<file path="config.mk">
export PLATFORM = sky130hd
export DESIGN_NAME = rce_divu
export DESIGN_NICKNAME = d
export VERILOG_FILES = /design/src/design/rce_pkg.sv /design/src/design/rce_divu.sv
export SDC_FILE = /design/constraint.sdc
export NUM_CORES = 1
export LEC_CHECK = 0
export BUFFER_PORTS_ARGS = -buffer_cell sky130_fd_sc_hd__buf_2
export CAP_MARGIN = 20
export CORE_MARGIN = 2
export CORE_UTILIZATION = 35
export CTS_CLUSTER_DIAMETER = 150
export CTS_CLUSTER_SIZE = 10
export DETAILED_ROUTE_END_ITERATION = 6
export PLACE_DENSITY = 0.54
export SKIP_LAST_GASP = 1
export SLEW_MARGIN = 10
export SYNTH_ARGS = -nofsm -noshare
export SYNTH_HDL_FRONTEND = slang
export SYNTH_SLANG_ARGS = --single-unit
export TNS_END_PERCENT = 10
</file>
<file path="constraint.sdc">
create_clock -name clk -period 8.3 [get_ports clk]
set_clock_uncertainty 0.1 [all_clocks]
set_input_delay 0.83 -clock clk [delete_from_list [all_inputs] [get_ports clk]]
set_output_delay 0.83 -clock clk [all_outputs]
set_load 0.01 [all_outputs]
</file>
<file path="src/design/rce_pkg.sv">
// Shared types and constants of the checked postfix integer evaluator.
`default_nettype none
package rce_pkg;

  localparam logic [1:0] ACT_PUSH  = 2'd0;
  localparam logic [1:0] ACT_APPLY = 2'd1;
  localparam logic [1:0] ACT_END   = 2'd2;

  localparam int unsigned WORD_W      = 64;
  localparam int unsigned QUEUE_DEPTH = 2;
  localparam int unsigned QUEUE_AW    = 1;

  localparam logic [63:0] SIGN_BIT = 64'h8000_0000_0000_0000;
  localparam logic [63:0] MAX_POS  = 64'h7FFF_FFFF_FFFF_FFFF;

  typedef enum logic [2:0] {
    OP_ADD = 3'd0,
    OP_SUB = 3'd1,
    OP_MUL = 3'd2,
    OP_DIV = 3'd3,
    OP_MOD = 3'd4,
    OP_LCM = 3'd5
  } op_t;

  typedef enum logic [2:0] {
    ST_OK     = 3'd0,
    ST_OVF    = 3'd1,
    ST_DIVZ   = 3'd2,
    ST_UNDER  = 3'd3,
    ST_EMPTY  = 3'd4,
    ST_FULL   = 3'd5,
    ST_UNKOP  = 3'd6,
    ST_LCMARG = 3'd7
  } status_t;

  typedef enum logic [1:0] {
    K_PUSH,
    K_APPLY,
    K_END
  } kind_t;

  typedef struct packed {
    kind_t       kind;
    logic [63:0] number;
    logic [2:0]  op;
  } item_t;

  typedef struct packed {
    logic        start;
    logic [63:0] dividend;
    logic [63:0] divisor;
  } div_req_t;

  typedef struct packed {
    logic        done;
    logic [63:0] quotient;
    logic [63:0] remainder;
  } div_rsp_t;

  typedef enum logic [2:0] {
    S_IDLE,
    S_EXEC,
    S_MUL,
    S_MUL_CHK,
    S_DIV_WAIT,
    S_GCD_CHK,
    S_GCD_WAIT,
    S_LCMQ_WAIT
  } state_t;

endpackage
`default_nettype wire

</file>
<file path="src/design/rce_divu.sv">
// Restoring unsigned 64-bit divider, one quotient bit per cycle.
`default_nettype none
module rce_divu (
  input  wire logic              clk,
  input  wire logic              rst,
  input  wire rce_pkg::div_req_t req,
  output rce_pkg::div_rsp_t      rsp
);

  logic [63:0] rem;
  logic [63:0] quo;
  logic [63:0] dvs;
  logic [6:0]  steps;
  logic        running;
  logic        done;
  logic [64:0] shifted;
  logic [64:0] trial;

  assign shifted = {rem, quo[63]};
  assign trial   = shifted - {1'b0, dvs};

  always_ff @(posedge clk) begin
    if (req.start) begin
      rem <= '0;
      quo <= req.dividend;
      dvs <= req.divisor;
    end else if (running) begin
      if (!trial[64]) begin
        rem <= trial[63:0];
        quo <= {quo[62:0], 1'b1};
      end else begin
        rem <= shifted[63:0];
        quo <= {quo[62:0], 1'b0};
      end
    end
  end

  always_ff @(posedge clk) begin
    if (rst) begin
      running <= 1'b0;
      steps   <= '0;
      done    <= 1'b0;
    end else begin
      done <= running && (steps == 7'd1);
      if (req.start) begin
        running <= 1'b1;
        steps   <= 7'd64;
      end else if (running) begin
        steps <= steps - 7'd1;
        if (steps == 7'd1) begin
          running <= 1'b0;
        end
      end
    end
  end

  assign rsp.done      = done;
  assign rsp.quotient  = quo;
  assign rsp.remainder = rem;

endmodule
`default_nettype wire

</file>
Word level (Yosys, flattened, before mapping)
Cells that the tools add are included.
{ "op_classes": {"add_sub_neg": 2, "multipliers": 0, "n_div": 0, "order_cmp": 0, "eq_ne": 1, "shifts": 0, "mux": 9, "bitwise": 0, "n_reduce_logical": 3} }
{ "op_table": {"columns": ["cell", "n"], "rows": [
  ["$mux W64", 3],
  ["$sub A65 B64 Y65", 1],
  ["$mux W7", 2],
  ["$eq A7 B1 Y1 const B", 1],
  ["$sub A7 B1 Y7 const B", 1],
  ["$mux W1", 4],
  ["$reduce_bool A2 Y1", 1],
  ["$reduce_or A2 Y1", 1],
  ["$logic_and A1 B1 Y1", 1]
]} }
{ "totals": {"register_bits": 201, "latchBits": 0, "mem_bits_rw": 0, "mem_bits_ro": 0, "output_inout_bits": 129, "memories": 0} }

Logic depth before layout (Yosys ltp)
Gate-level depths: netlist of run 1.
{ "logic_depth": {"word_depth": 4, "mapped_depth": 14, "depth_no_buf": 13} }

Worst setup path before layout of run 1
No wires, ideal clock.
{ "synth_timing": {"path_kind": "reg2reg", "from": "register quo[63]", "to": "register rem[51]", "t_arrival_ps": 3206, "path_slack_ps": 4905, "path_stages_with_launch": 14, "synth_period_minus_slack_ps": 3395, "path_cell_list": "edfxtp_1 inv_1 ha_1 fa_1 nand2b_1 a21oi_1 o21a_1 a31oi_1 o31a_1 a21o_1 nand2_4 xnor2_2 or4_1 a311oi_2"} }
{ "synth_via": {"elab_chain_cells": 2} }
{ "synth_rtl": {"columns": ["item", "line", "source"], "rows": [
  ["start: declaration", "rce_divu.sv:11", "logic [63:0] quo;"],
  ["start signal: assignment", "rce_divu.sv:25", "quo <= req.dividend;"],
  ["start signal: assignment", "rce_divu.sv:30", "quo <= {quo[62:0], 1'b1};"],
  ["start signal: assignment", "rce_divu.sv:33", "quo <= {quo[62:0], 1'b0};"],
  ["$sub A65 B64 Y65", "rce_divu.sv:20", "assign trial = shifted - {1'b0, dvs};"],
  ["$mux W64", "rce_divu.sv:28", "if (!trial[64]) begin"],
  ["end signal: assignment", "rce_divu.sv:29", "rem <= trial[63:0];"],
  ["end signal: assignment", "rce_divu.sv:32", "rem <= shifted[63:0];"],
  ["end: declaration", "rce_divu.sv:10", "logic [63:0] rem;"]
]} }
No other way between the ends.
A chain may end at the register's enable or synchronous reset.

Worst setup path after layout of run 1
{ "layout_timing": {"from": "register quo[63]", "to": "register rem[2]"} }
Same word-level chain as after synthesis.

==> results of run 1 <==
-- worst paths after layout --
path	startpoint	endpoint	slack, ns	cells past startpoint
worst max-delay path	quo[63]	rem[2]	3.85	14
worst min-delay path	req[33]	dvs[33]	0.36	1
worst max register to register	quo[63]	rem[2]	3.85	14
worst min register to register	steps[0]	steps[0]	0.39	2
-- cells by family (layout without fill, tap and decap cells) --
logic type               count (synthesis)  after routing  synth area share
buffers and inverters                  150            395            0.0490
AND/OR/NAND/NOR                        396            396             0.148
other                                    0              2                 0
multiplexers                            68             68            0.0643
AO/OA/AOI/OAI                          310            310             0.177
XOR/XNOR                                57             57            0.0434
flip-flops                             201            201             0.447
adder cells (fa/ha/maj)                 67             67            0.0713
-- sequential cells by signal (all words and copies together), names as in the netlist --
name,count
steps,7
quo,64
rem,64
dvs,64
done,1
running,1
-- cell usage after synthesis (15+ instances only) --
master | count | area share
nand3_1 | 16 | 0.0068
ha_1 | 66 | 0.070
a21o_1 | 17 | 0.011
edfxtp_1 | 128 | 0.32
nand4_1 | 22 | 0.012
o21bai_1 | 18 | 0.011
xnor2_1 | 36 | 0.027
nand2_1 | 172 | 0.054
nor3_1 | 15 | 0.0063
o21ai_0 | 36 | 0.015
inv_1 | 88 | 0.028
a21oi_1 | 101 | 0.043
xor2_1 | 19 | 0.014
mux2_2 | 65 | 0.062
dfxtp_1 | 73 | 0.12
a311oi_1 | 56 | 0.041
nor2_1 | 114 | 0.036
clkbuf_1 | 49 | 0.016
-- stage by stage --
stage	power [mW]	util	instances	instance area, µm²
3_3_place_gp	2.09	0.405	1900	13500
4_1_cts	3.07	0.425	1942	14200
2_1_floorplan	1.82	-	1249	11900
5_1_grt	3.21	0.425	1942	14200
3_5_place_dp	2.09	0.405	1900	13500
6_report	3.03	0.425	1944	14200
-- critical path: cells and delay by family, from the launching register on --
family / cells / cell delay (ns)
flip-flops: 1 / 0.38
buffers and inverters: 2 / 0.51
AO/OA/AOI/OAI: 6 / 1.55
XOR/XNOR: 1 / 0.74
adder cells (fa/ha/maj): 2 / 0.59
AND/OR/NAND/NOR: 3 / 0.45
-- final cells by class --
| type | instances | area (µm²) |
|---|---|---|
| Fill cell | 3356 | 19200 |
| Multi-Input combinational cell | 898 | 5990 |
| Tap cell | 448 | 561 |
| Inverter | 88 | 330 |
| Sequential cell | 201 | 5310 |
| Timing Repair Buffer | 265 | 1350 |
| Clock inverter | 2 | 25.0 |
| Clock buffer | 40 | 661 |
| Antenna cell | 2 | 5.00 |
-- power breakdown --
group          leakage [nW]  switching (mW)  total, mW  internal, mW
clock                 0.326           0.420      0.961         0.541
combinational          3.78           0.501      0.827         0.326
sequential             1.87          0.0698       1.24          1.17
total                  5.98           0.991       3.03          2.04
-- layer usage --
metal | track usage | share of wire | vias to the layer above
li1 | - | - | 5009
met1 | 0.246 | 0.44 | 4672
met2 | 0.310 | 0.46 | 308
met3 | 0.0582 | 0.081 | 50
met4 | 0.0463 | 0.019 | 10
met5 | 0 | 0.0017 | -
==> impl_metrics.toml, run 1 <==
[outcome]
outcome = "complete, no violations"

[finish]
syn_to_final_growth_pct = 20.0
mostFrequentLayoutCell = "buf_2"
final_cell_mix = "buf_2 (258), nand2_1 (172), edfxtp_1 (128)"
nets = 1676
final_layout_size_suffix_gt1_frac = 0.247

[yosys]
synth_edf_count = 128
ys_seq_area_frac = 0.447
netlist_area_um2 = 11900
synth_nets = 1447
yosysWarnings = 0
async_flop_share = 0
synthCells = 1249
syn_area_per_cell_um2 = 9.49
synth-main-ff-cell = "edfxtp_1"
synth.distinct_cells = 67
synth_seq_cells = 201

[sta]
grt_setup_unrepaired = "false"
min_period_over_period = 0.536
slew_viol_final = 0
fmax_mhz = 225
fin_hold_ws_ns = 0.361
fin_setup_tns_ns = 0
max_slew.worst_pin.slew_ns = 0.939
setup_viol = 0
timing.final.ws_setup_ns = 3.85
max-slew-margin-rel = 0.373
period_minus_slack_ns = 4.45
final_hold_viol_count = 0

[floorplanning]
num_rows = 67
die_w_um = 188
die_area_um2 = 35400
fp.dieH_um = 188
core_um2 = 33400
start_util = 0.354
ioPinCount = 260

[detailed_routing]
viasPerCell = 5.17
vias = 10049
drt_iter0_markers = 583
firstDrtPassIters = 5
avgRoutedWirePerCell_um = 17.4
ant_nets = 0
drt-total-wl_um = 33800
drc = 0

[global_route]
antenna_found_initial = 7
grt_max_degree = 77
track_usage = 0.190
grt_pass1_vias = 10179
overflow = 0
grt_pass1_wl_um = 54600

[clocking]
path_clk_slew_ns = 0.07
numClockSinks = 201
ctsHoldBuffers = 0
ctsLongestPathBuffers = 3
htreeDepth = 1
cts_setup_buffers = 0
tritoncts = "done"
cts_resized = 0
clock_latency_ns = 0.55
clockRootBuffer = "clkbuf_16"
cts_buffers = 24

[critical_path]
cp_data_arrival_time_ns = 4.79
critPathLaunchType = "register"
crit_chain = "inv_1 > ha_1 > fa_1 > nand2b_1 > a21oi_1 > o21a_1 > a31oi_1 > o31a_1 > a21o_1 > nand2_4 > xor2_4 > buf_4 > nand3_1 > a311oi_1"
crit_slowest_cell = "xor2_4"
crit_required_ns = 8.64
cpPeakStageDelay_ns = 0.74
cp-end-kind = "register"
path_max_fanout = 37
criticalPathCategory = "register to register"

[placed_design]
pre_cts_ws_ns = 3.78
port_buffers = 259
gp_congestion = 0.860
dpl.hpwl_um = 25300

[worst_hold_path]
min_path_type = "input pin to register"

[power_and_ir_drop]
powerDensity_nw_per_um2 = 213
power.leakage_nw = 5.98
ir_drop_mv = 0.130

[job]
maxCapViolCount = 0
Power figures use the tool's default switching activity.
==> inputs of run 2 (changes only) <==
==> constraint.sdc (replaced) <==
create_clock -name clk -period 4.63 [get_ports clk]
set_clock_uncertainty 0.1 [all_clocks]
set_input_delay 0.463 -clock clk [delete_from_list [all_inputs] [get_ports clk]]
set_output_delay 0.463 -clock clk [all_outputs]
set_load 0.01 [all_outputs]
==> run 2 against run 1 <==
- critical path type unchanged
- largest power group unchanged
- worst setup slack lost 3.2 ns
- sequential share of layout area fell by 1.7 points
- flip-flop and latch count did not move
- global-route usage rose by 0.27 points
- non-clock buffer count up 69
- cell count is 3.6% higher
- power is 83% higher
- core utilization rose by 2.1 points
- register-to-register slack lost 3.2 ns
==> impl_metrics.toml, run 2 (synthesis gave the netlist of run 1 again) <==
[outcome]
outcome = "complete, no violations"

[finish]
final_cell_mix = "buf_2 (258), nand2_1 (172), edfxtp_1 (128)"
fin_cells = 2014
fin_area_um2 = 14900
top_regs = "dvs x64, quo x64, rem x64"
final_layout_size_suffix_gt1_frac = 0.239
nFillCells = 3275
syn_to_final_growth_pct = 25.9
nets = 1745
multi_input_area_um2 = 5990
postLayoutCoreUtil = 0.446
mostFrequentLayoutCell = "buf_2"
ff_latch_area_um2 = 5310

[power_and_ir_drop]
switching_power_mw = 1.82
pwr-share-comb = 0.277
seq_power_share = 0.404
ir_drop_mv = 0.302
powerDensity_nw_per_um2 = 370
switching_share = 0.329
p_clk_frac = 0.319
intPower_mw = 3.71
total_power_mw = 5.53
power.leakage_nw = 6.28

[placed_design]
placed_area_um2 = 13600
dp.cells = 1905
dpl.hpwl_um = 25500
gp_congestion = 0.858
port_buffers = 259
pre_cts_ws_ns = 0.578

[clocking]
cts_setup_buffers = 0
clockRootBuffer = "clkbuf_16"
clock_latency_ns = 0.55
tritoncts = "done"
cts_buffers = 24
path_clk_slew_ns = 0.06
ctsLongestPathBuffers = 3
numClockSinks = 201
htreeDepth = 1

[critical_path]
critPathLaunchType = "register"
crit_end = "rem[42]"
criticalPathCategory = "register to register"
r2r_start = "rem[56]"
cp-end-kind = "register"
ff2ff_path_depth = 12
crit_required_ns = 4.97
r2r-end = "rem[42]"
cp_data_arrival_time_ns = 4.34
r2r_setup_slack_ns = 0.63
path_max_fanout = 27
startpoint = "rem[56]"

[floorplanning]
num_rows = 67
die_w_um = 188
start_util = 0.354
fp.dieH_um = 188
ioPinCount = 260
core_um2 = 33400
die_area_um2 = 35400

[global_route]
grt_pass1_vias = 10336
grt_max_degree = 85
antenna_found_initial = 2
track_usage = 0.193
grt_pass1_wl_um = 55300
overflow = 0

[sta]
grt_setup_unrepaired = "false"
timing.final.ws_setup_ns = 0.632
min_period_over_period = 0.863
fin_hold_ws_ns = 0.0296
fin_setup_tns_ns = 0
period_minus_slack_ns = 4.00
max-slew-margin-rel = 0.309
setup_viol = 0
slew_viol_final = 0
fmax_mhz = 250
max_slew.worst_pin.slew_ns = 1.04
final_hold_viol_count = 0

[detailed_routing]
drt-total-wl_um = 34400
viasPerCell = 5.15
avgRoutedWirePerCell_um = 17.1
firstDrtPassIters = 5
ant_nets = 0
drt_iter0_markers = 611
drc = 0
vias = 10378

[job]
maxCapViolCount = 0

[worst_hold_path]
min_path_type = "input pin to register"
-- run 2: changes by cell type in the layout (fill, tap and decap cells not counted) --
cell / previous run / this run
clkinv_8: 1 / 0
dlygate4sd3_1: 0 / 64
clkbuf_1: 16 / 18
buf_4: 6 / 11
diode_2: 2 / 1
clkinv_16: 0 / 1
-- run 2: area by class of cell --
cell class / count / share of cell area
diodes: 1 / 0.000168
clock buffers: 42 / 0.0448
clock inverters: 2 / 0.00260
inverters: 88 / 0.0221
multi-input cells: 898 / 0.401
flip-flops and latches: 201 / 0.356
well taps: 448 / 0.0375
repair buffers: 334 / 0.136
-- run 2: how the worst min path moves through the flow --
stage / depth (start not counted) / slack, ns / end / start
6_report: 1 / 0.03 / dvs[0] / req[0]
5_1_grt: 1 / 0.01 / dvs[0] / req[0]
4_1_cts: 1 / 0.02 / dvs[0] / req[0]
3_5_place_dp: 2 / 0.38 / steps[0] / steps[0]
3_3_place_gp: 2 / 0.38 / steps[0] / steps[0]
2_1_floorplan: 2 / 0.36 / steps[0] / steps[0]
-- run 2: worst max-delay path, stage by stage, from the launching register on --
cell and delay [ns]:
dfxtp_1 0.34, ha_1 0.40, a21oi_1 0.27, o21bai_1 0.10
a21oi_1 0.21, o21ai_0 0.12, a21o_1 0.19, a221oi_1 0.51
nand2_4 0.18, xnor2_4 0.72, buf_4 0.40, nand2_1 0.09
a311oi_1 0.26
-- run 2: power groups by stage --
stage	registers, mW	clock network [mW]	logic [mW]
after floorplan	2.28	0	0.984
after global placement	2.26	0	1.49
after detailed placement	2.27	0	1.49
after CTS	2.23	1.83	1.54
after global routing	2.26	1.90	1.71
final	2.23	1.76	1.53
-- run 2: what timing repair did --
| item | in CTS | in global routing |
|---|---|---|
| hold endpoints to repair | 64 | 0 |
| hold buffers | 64 | 0 |
| resized for setup | 0 | 0 |
-- run 2: metal layers --
layer	vias up	track usage	routed length (µm)
met4	2	0.0527	855
li1	5144	-	-
met3	55	0.0569	2740
met2	325	0.314	15700
met1	4852	0.249	15200
met5	-	0	16
