<file path="config.mk">
export PLATFORM = sky130hd
export DESIGN_NAME = rce_front
export DESIGN_NICKNAME = d
export VERILOG_FILES = /design/src/design/rce_pkg.sv /design/src/design/rce_front.sv
export SDC_FILE = /design/constraint.sdc
export NUM_CORES = 1
export LEC_CHECK = 0
export ABC_AREA = 1
export ABC_CLOCK_PERIOD_IN_PS = 4900
export BUFFER_PORTS_ARGS = -buffer_cell sky130_fd_sc_hd__buf_4
export CORE_MARGIN = 3
export CORE_UTILIZATION = 45
export DETAILED_ROUTE_END_ITERATION = 16
export PLACE_DENSITY = 0.81
export SLEW_MARGIN = 25
export SYNTH_ARGS = -nofsm -noshare
export SYNTH_HDL_FRONTEND = slang
export SYNTH_SLANG_ARGS = --single-unit
export TNS_END_PERCENT = 20
</file>
<file path="constraint.sdc">
create_clock -name clk -period 4.9 [get_ports clk]
set_clock_uncertainty 0.1 [all_clocks]
set_input_delay 0.98 -clock clk [delete_from_list [all_inputs] [get_ports clk]]
set_output_delay 0.98 -clock clk [all_outputs]
set_load 0.05 [all_outputs]
</file>
<file path="src/design/rce_pkg.sv">
// Shared types and constants of the checked postfix integer evaluator.
`default_nettype none
package rce_pkg;

  localparam logic [1:0] ACT_PUSH  = 2'd0;
  localparam logic [1:0] ACT_APPLY = 2'd1;
  localparam logic [1:0] ACT_END   = 2'd2;

  localparam int unsigned WORD_W      = 64;
  localparam int unsigned QUEUE_DEPTH = 2;
  localparam int unsigned QUEUE_AW    = 1;

  localparam logic [63:0] SIGN_BIT = 64'h8000_0000_0000_0000;
  localparam logic [63:0] MAX_POS  = 64'h7FFF_FFFF_FFFF_FFFF;

  typedef enum logic [2:0] {
    OP_ADD = 3'd0,
    OP_SUB = 3'd1,
    OP_MUL = 3'd2,
    OP_DIV = 3'd3,
    OP_MOD = 3'd4,
    OP_LCM = 3'd5
  } op_t;

  typedef enum logic [2:0] {
    ST_OK     = 3'd0,
    ST_OVF    = 3'd1,
    ST_DIVZ   = 3'd2,
    ST_UNDER  = 3'd3,
    ST_EMPTY  = 3'd4,
    ST_FULL   = 3'd5,
    ST_UNKOP  = 3'd6,
    ST_LCMARG = 3'd7
  } status_t;

  typedef enum logic [1:0] {
    K_PUSH,
    K_APPLY,
    K_END
  } kind_t;

  typedef struct packed {
    kind_t       kind;
    logic [63:0] number;
    logic [2:0]  op;
  } item_t;

  typedef struct packed {
    logic        start;
    logic [63:0] dividend;
    logic [63:0] divisor;
  } div_req_t;

  typedef struct packed {
    logic        done;
    logic [63:0] quotient;
    logic [63:0] remainder;
  } div_rsp_t;

  typedef enum logic [2:0] {
    S_IDLE,
    S_EXEC,
    S_MUL,
    S_MUL_CHK,
    S_DIV_WAIT,
    S_GCD_CHK,
    S_GCD_WAIT,
    S_LCMQ_WAIT
  } state_t;

endpackage
`default_nettype wire

</file>
<file path="src/design/rce_front.sv">
// Front end: takes input transfers, classifies them and queues them for execution.
`default_nettype none
module rce_front (
  input  wire logic                clk,
  input  wire logic                rst,
  input  wire logic                in_valid,
  output logic                     in_ready,
  input  wire logic [1:0]          action,
  input  wire logic signed [63:0]  number,
  input  wire logic [2:0]          operator_code,
  output logic                     q_valid,
  output rce_pkg::item_t           q_item,
  input  wire logic                q_pop
);

  rce_pkg::item_t queue [rce_pkg::QUEUE_DEPTH];
  logic [rce_pkg::QUEUE_AW-1:0] wr_ptr;
  logic [rce_pkg::QUEUE_AW-1:0] rd_ptr;
  logic [rce_pkg::QUEUE_AW:0]   fill;
  logic                         push;
  logic                         known;
  rce_pkg::item_t               new_item;

  always_comb begin
    known         = 1'b1;
    new_item.kind = rce_pkg::K_PUSH;
    unique case (action)
      rce_pkg::ACT_PUSH:  new_item.kind = rce_pkg::K_PUSH;
      rce_pkg::ACT_APPLY: new_item.kind = rce_pkg::K_APPLY;
      rce_pkg::ACT_END:   new_item.kind = rce_pkg::K_END;
      default:            known = 1'b0;
    endcase
    new_item.number = number;
    new_item.op     = operator_code;
  end

  assign in_ready = (fill != (rce_pkg::QUEUE_AW + 1)'(rce_pkg::QUEUE_DEPTH));
  assign push     = in_valid && in_ready && known;
  assign q_valid  = (fill != '0);
  assign q_item   = queue[rd_ptr];

  always_ff @(posedge clk) begin
    if (push) begin
      queue[wr_ptr] <= new_item;
    end
  end

  always_ff @(posedge clk) begin
    if (rst) begin
      wr_ptr <= '0;
      rd_ptr <= '0;
      fill   <= '0;
    end else begin
      if (push) begin
        wr_ptr <= wr_ptr + 1'b1;
      end
      if (q_pop) begin
        rd_ptr <= rd_ptr + 1'b1;
      end
      if (push && !q_pop) begin
        fill <= fill + 1'b1;
      end else if (!push && q_pop) begin
        fill <= fill - 1'b1;
      end
    end
  end

endmodule
`default_nettype wire

</file>
# [Word level (Yosys, flattened, before mapping)]
# Memories as Yosys holds them, arrays and structs flattened. A register that Yosys moved wholly into a read port is not among the register bits.
# Index checks and enable logic that the tools add are counted.
[op_classes] addsub=4 eq_ne=3 mux=8 n_reduce_logical=10
[op_table] operator="1-bit 2-to-1 mux" n=5
[op_table] operator="1-bit logical AND" n=4
[op_table] operator="2-bit 2-to-1 mux" n=2
[op_table] operator="2-bit one-hot mux with 2 select lines" n=1
[op_table] operator="2-bit nonzero test" n=2
[op_table] operator="3-bit OR reduction" n=1
[op_table] operator="1-bit adder, second input constant" n=2
[op_table] operator="2-bit by 1-bit adder with 2-bit output, second input constant" n=1
[op_table] operator="2-bit by 1-bit == test with 1-bit output, second input constant" n=1
[op_table] operator="2-bit == test, second input constant" n=1
[op_table] operator="1-bit logical NOT" n=2
[op_table] operator="2-bit logical NOT" n=1
[op_table] operator="2-bit inequality test, second input constant" n=1
[op_table] operator="2-bit by 1-bit subtractor with 2-bit output, second input constant" n=1
[word_totals] reg_bits=4 mem_bits_rw=138 inputBits=73 out_inout_bits=71 word_cells=29 mem_count=1
[memory_table] name="queue" words=2 word_bits=69 rd=1 rd_ports_with_merged_regs=1 write_ports=1 line="rce_front.sv:16" rtl="rce_pkg::item_t queue [rce_pkg::QUEUE_DEPTH];"

# [Depth between registers and ports, before layout]
# Gate-level depths: netlist (run 1).
[logic_depth] ltp_word=8 depth_mapped=11 mapped_depth_nobuf=11

# [Least setup slack after synthesis (run 1)]
# OpenSTA, ideal clock, no wires.
[synth_path] path_kind="in2reg" startpoint="in action[0]" endpoint="mem queue[1][0] (netlist bit) (enable)" setup_time_ns=0.498 arrival_ns=4.116 required_ns=4.302 setup_slack_ns=0.186 cell_stages=3 n_path_buf=0 cell_sequence="nand2_1 > nand3_1 > nor2_1"
[synth_between] elab_chain_cells=6 word_cells_on_any_way=8 classes_between="2 x eq/ne; 3 x mux; 3 x reduce/logical"
[synth_lines] item="from (decl)" line="rce_front.sv:8" rtl="input wire logic [1:0] action,"
[synth_lines] item="2-bit == test, or another cell as far along" line="rce_front.sv:27" rtl="unique case (action)"
[synth_lines] item="3-bit OR reduction (no source line) *"
[synth_lines] item="1-bit 2-to-1 mux *" line="rce_front.sv:27"
[synth_lines] item="1-bit logical AND *" line="rce_front.sv:38" rtl="assign push = in_valid && in_ready && known;"
[synth_lines] item="1-bit 2-to-1 mux *" line="rce_front.sv:43" rtl="if (push) begin"
[synth_lines] item="1-bit 2-to-1 mux (implied by the code) *" line="rce_front.sv:44" rtl="queue[wr_ptr] <= new_item;"
[synth_lines] item="to (decl)" line="rce_front.sv:16"
# Every way passes the cells marked *; elsewhere a longest branch is shown, timed or not.

==> impl_metrics.toml, run 1 <==
[status]
status = "complete, no violations"

[sta]
rsz0062_at_grt = "no"
slew_headroom_pct = 35.4
setup_ws_ns = 1.78
min_period_ns = 3.12
fin_tns_setup_ns = 0
setup_violations = 0
timing.final.crit_share_pct = 63.7
hold_viol = 0
drv_slew = 0
worstMarginPinSlew_ns = 0.968
timing.fmax_mhz = 320

[placement]
dp_hpwl_um = 6450
routabilityCongestion = 0.741
port_buffers = 143
place_area_um2 = 6510
pre_cts_ws_ns = 1.93

[routing]
antenna_left = 0
vias_per_cell = 4.85
wl_um = 9480
dr_total_vias = 2741
wl_per_cell_um = 16.8
drc = 0
drtPass1Iterations = 4
drtIter0Drc = 115

[floorplan]
die_w_um = 114
die-area_um2 = 13100
row_count = 38
die_y_um = 114
start_util_pct = 47.4
ios = 144
coreArea_um2 = 11100

[yosys]
async_flop_share_pct = 0
yosysWarnings = 0
ys_ff_latch = 143
netlist_instances = 255
synth_top_area_share_pct = 78.6
ys.flop_type = "edfxtp_1"
synth.avg_cell_area_um2 = 20.7
yosysUniqueCellTypes = 16
yosys-top-cells-count = "edfxtp_1, mux2_2, inv_1, mux2_4, nand2_1"
syn_nets = 329
syn_area_um2 = 5270
synth_enable_flop_cells = 138
synth_area_leaders = "edfxtp_1, mux2_2, mux2_4, dfxtp_1, inv_1"
yosys.area.top_type = "edfxtp_1"
synth_sequential_area_ratio_pct = 80.5
synth_most_common_cell = "edfxtp_1"

[grt]
antenna_found_initial = 0
grt_overflow_total = 0
grt_max_degree = 70
grtUsageTotal_pct = 15.0
grt_use_met1_pct = 17.3
grt_pass1_wl_um = 14500
use_met2_pct = 25.0
grt_pass1_vias = 2881
grt.busiest_layer = "met2"
grt_util_met3_pct = 5.87

[cts]
insertion_delay_ns = 0.40
post_cts_resized = 0
ctsHoldBuffers = 0
post-cts-setup-buffers = 0
cts_root_buffer = "clkbuf_16"
cts.sinks = 143
cts_tree = "built"
cts_made_buffers = 17
clock_path_buffers = 2
clk_pin_slew_ns = 0.05
htree_levels = 4

[worst_hold_path]
hp-start = "rd_ptr$_SDFFE_PP0P_"
whs_path_depth = 2
hp-class = "reg -> reg"
min_to = "rd_ptr$_SDFFE_PP0P_"

[finish]
multi_input_area_um2 = 941
final-seq-area_um2 = 4250
fin_area_um2 = 7160
fin_util_pct = 64.3
final_nets = 487
num_antenna_cells = 0
drive_gt1_share_pct = 57.9
areaGrowthSynthToFinish_pct = 35.7
nFillCells = 790

[worst_setup_path]
required_ns = 3.82
r2r_start = "fill[0]$_SDFFE_PP0P_"
cp-end-kind = "primary output"
worst_setup_path_start_kind = "flip-flop"
worstPathMaxFanout = 69
critPathKind = "reg -> out"
rr_worst_depth = 5
r2r-end = "queue[1][32]$_DFFE_PP_"
worstPathArrival_ns = 2.04
ff2ff_setup_slack_ns = 2.61

[flow_run]
cap_violations = 0

[power_and_ir_drop]
leakage_nw = 2.74
ir_worst_vdd_uv = 238
power.density_nw_per_um2 = 481
## registers in the layout, summed over array words and instances (netlist names), named ones only
register and count:
queue 138, fill 2, rd_ptr 1, wr_ptr 1
## worst max-delay path by stage
stage                     slack [ns]  startpoint                     end  cells after the start
final                           1.78   flip-flop              q_item[65]                      2
after global routing            1.65   flip-flop              q_item[29]                      2
after CTS                       1.73   flip-flop              q_item[65]                      2
after detailed placement        1.93   action[0]  queue[1][27]$_DFFE_PP_                      5
after global placement          2.02   action[0]  queue[1][50]$_DFFE_PP_                      5
after floorplan                 0.19   action[0]   queue[1][0]$_DFFE_PP_                      3
## worst max-delay path, cell delays in order (launching register included)
cell	delay, ns
dfxtp_4	0.97
mux2_2	0.44
buf_4	0.20
## metal layers
metal | up-vias | share of wire, %
li1 | 1294 | -
met1 | 1323 | 38
met2 | 112 | 52
met3 | 12 | 8.3
met4 | 0 | 1.9
met5 | - | 0
## where the power goes
group	switching, mW	internal [mW]
Sequential	0.0409	1.44
Clock	0.440	0.947
Combinational	0.372	0.206
## cells by family after synthesis
kind of cell / count (synthesis) / share of synthesized area, %
flip-flops: 143 / 80.5
multiplexers: 69 / 15.4
adder cells (fa/ha/maj): 1 / 0.237
AO/OA/AOI/OAI: 2 / 0.190
buffers and inverters: 19 / 1.97
XOR/XNOR: 1 / 0.166
AND/OR/NAND/NOR: 20 / 1.52
## final cells by class
type	count	area share, %
sequential	143	59.3
multi-input combinational	93	13.1
timing repair buffer	147	15.4
tap	140	2.45
clock inverter	12	3.02
clock buffer	19	6.05
inverter	11	0.577
## through the flow
| step | hold slack [ns] | cells | power, mW |
|---|---|---|---|
| after floorplan | 0.380 | 255 | 1.89 |
| after global placement | 0.396 | 534 | 2.07 |
| after detailed placement | 0.403 | 534 | 2.08 |
| after CTS | 0.426 | 565 | 3.48 |
| after global routing | 0.473 | 565 | 3.57 |
| final | 0.420 | 565 | 3.44 |
## layout by cell type, fill, tap and decap left out, drive strengths merged
master	n
edfxtp	138
nand4	1
buf	147
nand2	9
a21oi	1
ha	1
mux2	69
o21ai	1
bufinv	6
clkbuf	19
clkinv	4
inv	11
nand3	2
xnor2	1
dfxtp	5
clkinvlp	2
nor2	8
Power figures use the tool's default switching activity.
==> run 2, diff against run 1 <==
--- a/config.mk
+++ b/config.mk
@@ -5,13 +5,13 @@
 export SDC_FILE = /design/constraint.sdc
 export NUM_CORES = 1
 export LEC_CHECK = 0
-export ABC_AREA = 1
-export ABC_CLOCK_PERIOD_IN_PS = 4900
+export ABC_AREA = 0
+export ABC_CLOCK_PERIOD_IN_PS = 3100
 export BUFFER_PORTS_ARGS = -buffer_cell sky130_fd_sc_hd__buf_4
 export CORE_MARGIN = 3
 export CORE_UTILIZATION = 45
 export DETAILED_ROUTE_END_ITERATION = 16
-export PLACE_DENSITY = 0.81
+export PLACE_DENSITY = 0.78
 export SLEW_MARGIN = 25
 export SYNTH_ARGS = -nofsm -noshare
 export SYNTH_HDL_FRONTEND = slang
==> constraint.sdc (replaced) <==
create_clock -name clk -period 3.1 [get_ports clk]
set_clock_uncertainty 0.1 [all_clocks]
set_input_delay 0.62 -clock clk [delete_from_list [all_inputs] [get_ports clk]]
set_output_delay 0.62 -clock clk [all_outputs]
set_load 0.05 [all_outputs]
==> impl_metrics.toml, run 2 <==
[worst_setup_path]
worst_setup_path_start_kind = "flip-flop"
worstPathArrival_ns = 1.84
path_cells = "buf_4, mux2_2, buf_4"
critPathKind = "reg -> out"
slowest_delay_ns = 0.50
ff2ff_setup_slack_ns = 1.14
critical_path.top_delay_family = "buffers and inverters"
cp_common_cell = "buf_4"
worstPathMaxFanout = 20
r2r-end = "queue[1][11]$_DFFE_PP_"
rr_worst_depth = 4
critical-path-slowest-cell = "dfxtp_4"
cp-end-kind = "primary output"
path_buf_inv = 2
r2r_start = "fill[0]$_SDFFE_PP0P_"
required_ns = 2.38

[floorplan]
coreArea_um2 = 11100
row_count = 38
ios = 144
die_y_um = 114
die-area_um2 = 13100
start_util_pct = 47.4
die_w_um = 114

[yosys]
synth_area_leaders = "edfxtp_1, mux2_2, mux2_4, dfxtp_1, buf_2"
synth.area.mux_share_pct = 15.7
netlist_instances = 242
async_flop_share_pct = 0
syn_nets = 316
synth_simple_gate_area_share_pct = 1.66
yosys.area_share.adder_pct = 0.237
synth_top_area_share_pct = 78.5
synth_enable_flop_cells = 138
yosys-top-cells-count = "edfxtp_1, mux2_2, mux2_4, buf_2, dfxtp_1"
synth_xor_area_share_pct = 0.498
ys_ff_latch = 143
yosysUniqueCellTypes = 21
synth.avg_cell_area_um2 = 21.8
yosysWarnings = 0
ys.flop_type = "edfxtp_1"
syn_area_um2 = 5280
synth_compound_area_share_pct = 0.190
synth_most_common_cell = "edfxtp_1"
yosys.area.top_type = "edfxtp_1"
synth_sequential_area_ratio_pct = 80.4
synth_top_family_by_area = "multiplexers"

[placement]
routabilityCongestion = 0.690
dp.cells = 521
port_buffers = 143
place_area_um2 = 6540
dp_hpwl_um = 6390
pre_cts_ws_ns = 0.875

[finish]
instances_no_fill = 553
final-seq-area_um2 = 4250
final_nets = 474
final_cell_mix = "buf_4, edfxtp_1, mux2_2"
largest_register_ffs = 138
final_common_cell = "buf_4"
drive_gt1_share_pct = 60.0
areaGrowthSynthToFinish_pct = 35.4
regMostFlops = "queue"
num_antenna_cells = 0
fin_area_um2 = 7140
multi_input_area_um2 = 976
nFillCells = 820
top_regs = "queue: 138 flops, fill: 2 flops"

[sta]
fin_tns_setup_ns = 0
rsz0062_at_grt = "no"
min_period_ns = 2.56
hold_ws_ns = 0.300
drv_slew = 0
hold_viol = 0
setup_violations = 0
slew_headroom_pct = 69.6
worstMarginPinSlew_ns = 0.456
timing.fmax_mhz = 390
timing.final.crit_share_pct = 82.7
setup_ws_ns = 0.537

[grt]
antenna_found_initial = 0
grt_max_degree = 70
grt_pass1_wl_um = 15000
grt_pass1_vias = 2969
grtUsageTotal_pct = 15.3
grt_overflow_total = 0

[cts]
htree_levels = 4
cts.sinks = 143
insertion_delay_ns = 0.40
post-cts-setup-buffers = 0
clk_pin_slew_ns = 0.06
cts_root_buffer = "clkbuf_16"
cts_tree = "built"
post_cts_resized = 0
cts_made_buffers = 17
clock_path_buffers = 2
ctsHoldBuffers = 0

[routing]
dr_total_vias = 2694
drtIter0Drc = 90
wl_per_cell_um = 17.5
antenna_left = 0
drtPass1Iterations = 4
vias_per_cell = 4.87
wl_um = 9680
drc = 0

[status]
status = "complete, no violations"

[power_and_ir_drop]
ir_worst_vdd_uv = 479
power.density_nw_per_um2 = 764
leakage_nw = 2.70

[worst_hold_path]
hp-class = "in -> reg"
whs_path_depth = 1
hp-start = "number[54]"
min_to = "queue[1][57]$_DFFE_PP_"

[flow_run]
cap_violations = 0
-- run 2: layout make-up --
class / count / share of cell area, %
sequential: 143 / 59.5
timing repair buffer: 147 / 16.0
multi-input combinational: 90 / 13.7
clock buffer: 18 / 6.01
tap: 140 / 2.45
clock inverter: 14 / 2.40
inverter: 1 / 0.0525
-- run 2: power by group --
part	internal [mW]	switching (mW)
Combinational	0.380	0.690
Sequential	2.30	0.0511
Clock	1.33	0.704
Total	4.01	1.45
-- run 2: worst register-to-register path, delay by kind of cell, from the launching register on --
kind | cells | cell delay [ns]
DFF | 1 | 0.40
buffers and inverters | 1 | 0.31
and+or+nand+nor | 3 | 0.83
-- run 2: worst max-delay path by stage --
stage              start                endpoint  slack, ns  depth (start not counted)
2_1_floorplan  action[0]   queue[1][0]$_DFFE_PP_       0.06                          3
3_3_place_gp   action[0]   queue[1][1]$_DFFE_PP_       0.89                          5
3_5_place_dp   action[0]  queue[1][27]$_DFFE_PP_       0.88                          5
4_1_cts        flip-flop              q_item[55]       0.49                          3
5_1_grt        flip-flop               q_item[2]       0.45                          3
6_report       flip-flop               q_item[2]       0.54                          3
-- run 2: metal layers --
| layer | track usage (%) | vias to the layer above | wire (um) |
|---|---|---|---|
| met2 | 26.9 | 92 | 5280 |
| met4 | 6.33 | 0 | 96 |
| met3 | 4.86 | 4 | 620 |
| met1 | 17.3 | 1331 | 3680 |
| met5 | 0 | - | 0 |
| li1 | - | 1267 | - |
-- run 2: through the flow --
stage	util (%)	total power, mW
6_report	64.2	5.46
3_5_place_dp	58.8	3.47
5_1_grt	64.2	5.66
3_3_place_gp	58.8	3.45
4_1_cts	64.2	5.52
2_1_floorplan	-	3.13
-- run 2: cells by family (layout without fill, tap and decap cells) --
logic type               count (synthesis)  in the layout
AO/OA/AOI/OAI                            2              2
XOR/XNOR                                 3              3
adder cells (fa/ha/maj)                  1              1
AND/OR/NAND/NOR                         14             14
multiplexers                            70             70
flip-flops                             143            143
buffers and inverters                    9            180
==> run 3, diff against run 2 <==
--- a/config.mk
+++ b/config.mk
@@ -6,12 +6,12 @@
 export NUM_CORES = 1
 export LEC_CHECK = 0
 export ABC_AREA = 0
-export ABC_CLOCK_PERIOD_IN_PS = 3100
+export ABC_CLOCK_PERIOD_IN_PS = 2170
 export BUFFER_PORTS_ARGS = -buffer_cell sky130_fd_sc_hd__buf_4
 export CORE_MARGIN = 3
 export CORE_UTILIZATION = 45
 export DETAILED_ROUTE_END_ITERATION = 16
-export PLACE_DENSITY = 0.78
+export PLACE_DENSITY = 0.81
 export SLEW_MARGIN = 25
 export SYNTH_ARGS = -nofsm -noshare
 export SYNTH_HDL_FRONTEND = slang
==> constraint.sdc (replaced) <==
create_clock -name clk -period 2.17 [get_ports clk]
set_clock_uncertainty 0.1 [all_clocks]
set_input_delay 0.434 -clock clk [delete_from_list [all_inputs] [get_ports clk]]
set_output_delay 0.434 -clock clk [all_outputs]
set_load 0.05 [all_outputs]
==> impl_metrics.toml, run 3 (synthesis results as in run 2) <==
[worst_setup_path]
rr_worst_depth = 4
required_ns = 1.64
path_buf_inv = 2
worstPathMaxFanout = 29
worstPathArrival_ns = 1.60
critical_path.top_delay_family = "flip-flops"
worst_setup_path_start_kind = "flip-flop"
cp.depth = 3
critPathKind = "reg -> out"
critical-path-slowest-cell = "dfxtp_4"
r2r_start = "fill[0]$_SDFFE_PP0P_"
slowest_delay_ns = 0.41
path_cells = "buf_12, mux2_2, buf_4"
cp-end-kind = "primary output"

[cts]
clock_path_buffers = 2
cts_made_buffers = 17
cts.sinks = 143
clk_pin_slew_ns = 0.06
cts_tree = "built"
ctsHoldBuffers = 0
htree_levels = 4
cts_root_buffer = "clkbuf_16"
insertion_delay_ns = 0.41

[floorplan]
die_w_um = 114
ios = 144
die-area_um2 = 13100
die_y_um = 114
row_count = 38
start_util_pct = 47.4
coreArea_um2 = 11100

[placement]
routabilityCongestion = 0.679
dp_hpwl_um = 5910
port_buffers = 143
place_area_um2 = 6580

[finish]
final_nets = 476
largest_register_ffs = 138
fin_util_pct = 65.4
final_cell_mix = "edfxtp_1, buf_4, mux2_2"
drive_gt1_share_pct = 61.3
num_antenna_cells = 0
regMostFlops = "queue"
fin_area_um2 = 7270
top_regs = "queue: 138 flops, fill: 2 flops"
final_common_cell = "edfxtp_1"
areaGrowthSynthToFinish_pct = 37.8

[sta]
timing.fmax_mhz = 470
timing.final.crit_share_pct = 98.1
slew_headroom_pct = 73.4
hold_viol = 0
fin_tns_setup_ns = 0
drv_slew = 0
min_period_ns = 2.13
setup_violations = 0
worstMarginPinSlew_ns = 0.399
rsz0062_at_grt = "yes"

[grt]
grt_pass1_wl_um = 13800
grt_pass1_vias = 2730
grt_max_degree = 70
grt_overflow_total = 0
grtUsageTotal_pct = 14.2
antenna_found_initial = 0

[routing]
drc = 0
wl_um = 9370
drtPass1Iterations = 4
wl_per_cell_um = 16.9
dr_total_vias = 2713
antenna_left = 0
drtIter0Drc = 147
vias_per_cell = 4.91

[power_and_ir_drop]
ir_worst_vdd_uv = 535
power.density_nw_per_um2 = 1100
leakage_nw = 2.75

[worst_hold_path]
whs_path_depth = 1
hp-class = "in -> reg"
hp-start = "number[51]"

[status]
status = "complete, no violations"

[flow_run]
cap_violations = 0
## run 3: final timing paths
kind | end | slack, ns
worst min register to register | flip-flop | 0.43
worst min-delay path | queue[1][54]$_DFFE_PP_ | 0.11
worst max-delay path | q_item[2] | 0.04
worst max register to register | queue[1][34]$_DFFE_PP_ | 0.50
## run 3: per-stage QoR
step,hold WS (ns),setup WS (ns),power (mW),cells
finish,0.109,0.0408,7.98,553
global route,0.0917,-0.0162,8.26,553
CTS,0.0936,0.00849,8.02,552
detailed placement,0.428,0.366,4.98,522
global placement,0.394,0.407,4.94,522
floorplan,0.380,-0.205,4.46,242
## run 3: cell type report
type | instances | area (um^2)
Tap cell | 140 | 175
Inverter | 1 | 3.75
Fill cell | 774 | 3850
Clock buffer | 18 | 429
Multi-Input combinational cell | 90 | 976
Sequential cell | 143 | 4250
Clock inverter | 12 | 193
Timing Repair Buffer | 149 | 1250
## run 3: report_power, final
group,total [mW],internal [mW],switching (mW)
Clock,3.04,2.02,1.02
Sequential,3.35,3.29,0.0627
Combinational,1.59,0.588,1.00
Total,7.98,5.90,2.09
## run 3: metal layers
metal	vias to the layer above	track usage [%]	share of wire, %
li1	1273	-	-
met1	1327	17.7	42
met2	106	23.2	50
met3	7	5.18	7.0
met4	0	4.99	0.85
met5	-	0	0
## run 3: timing repair
item                       CTS  global route
setup buffers                0             0
gates resized for setup      0            12
setup endpoints to repair    0            28
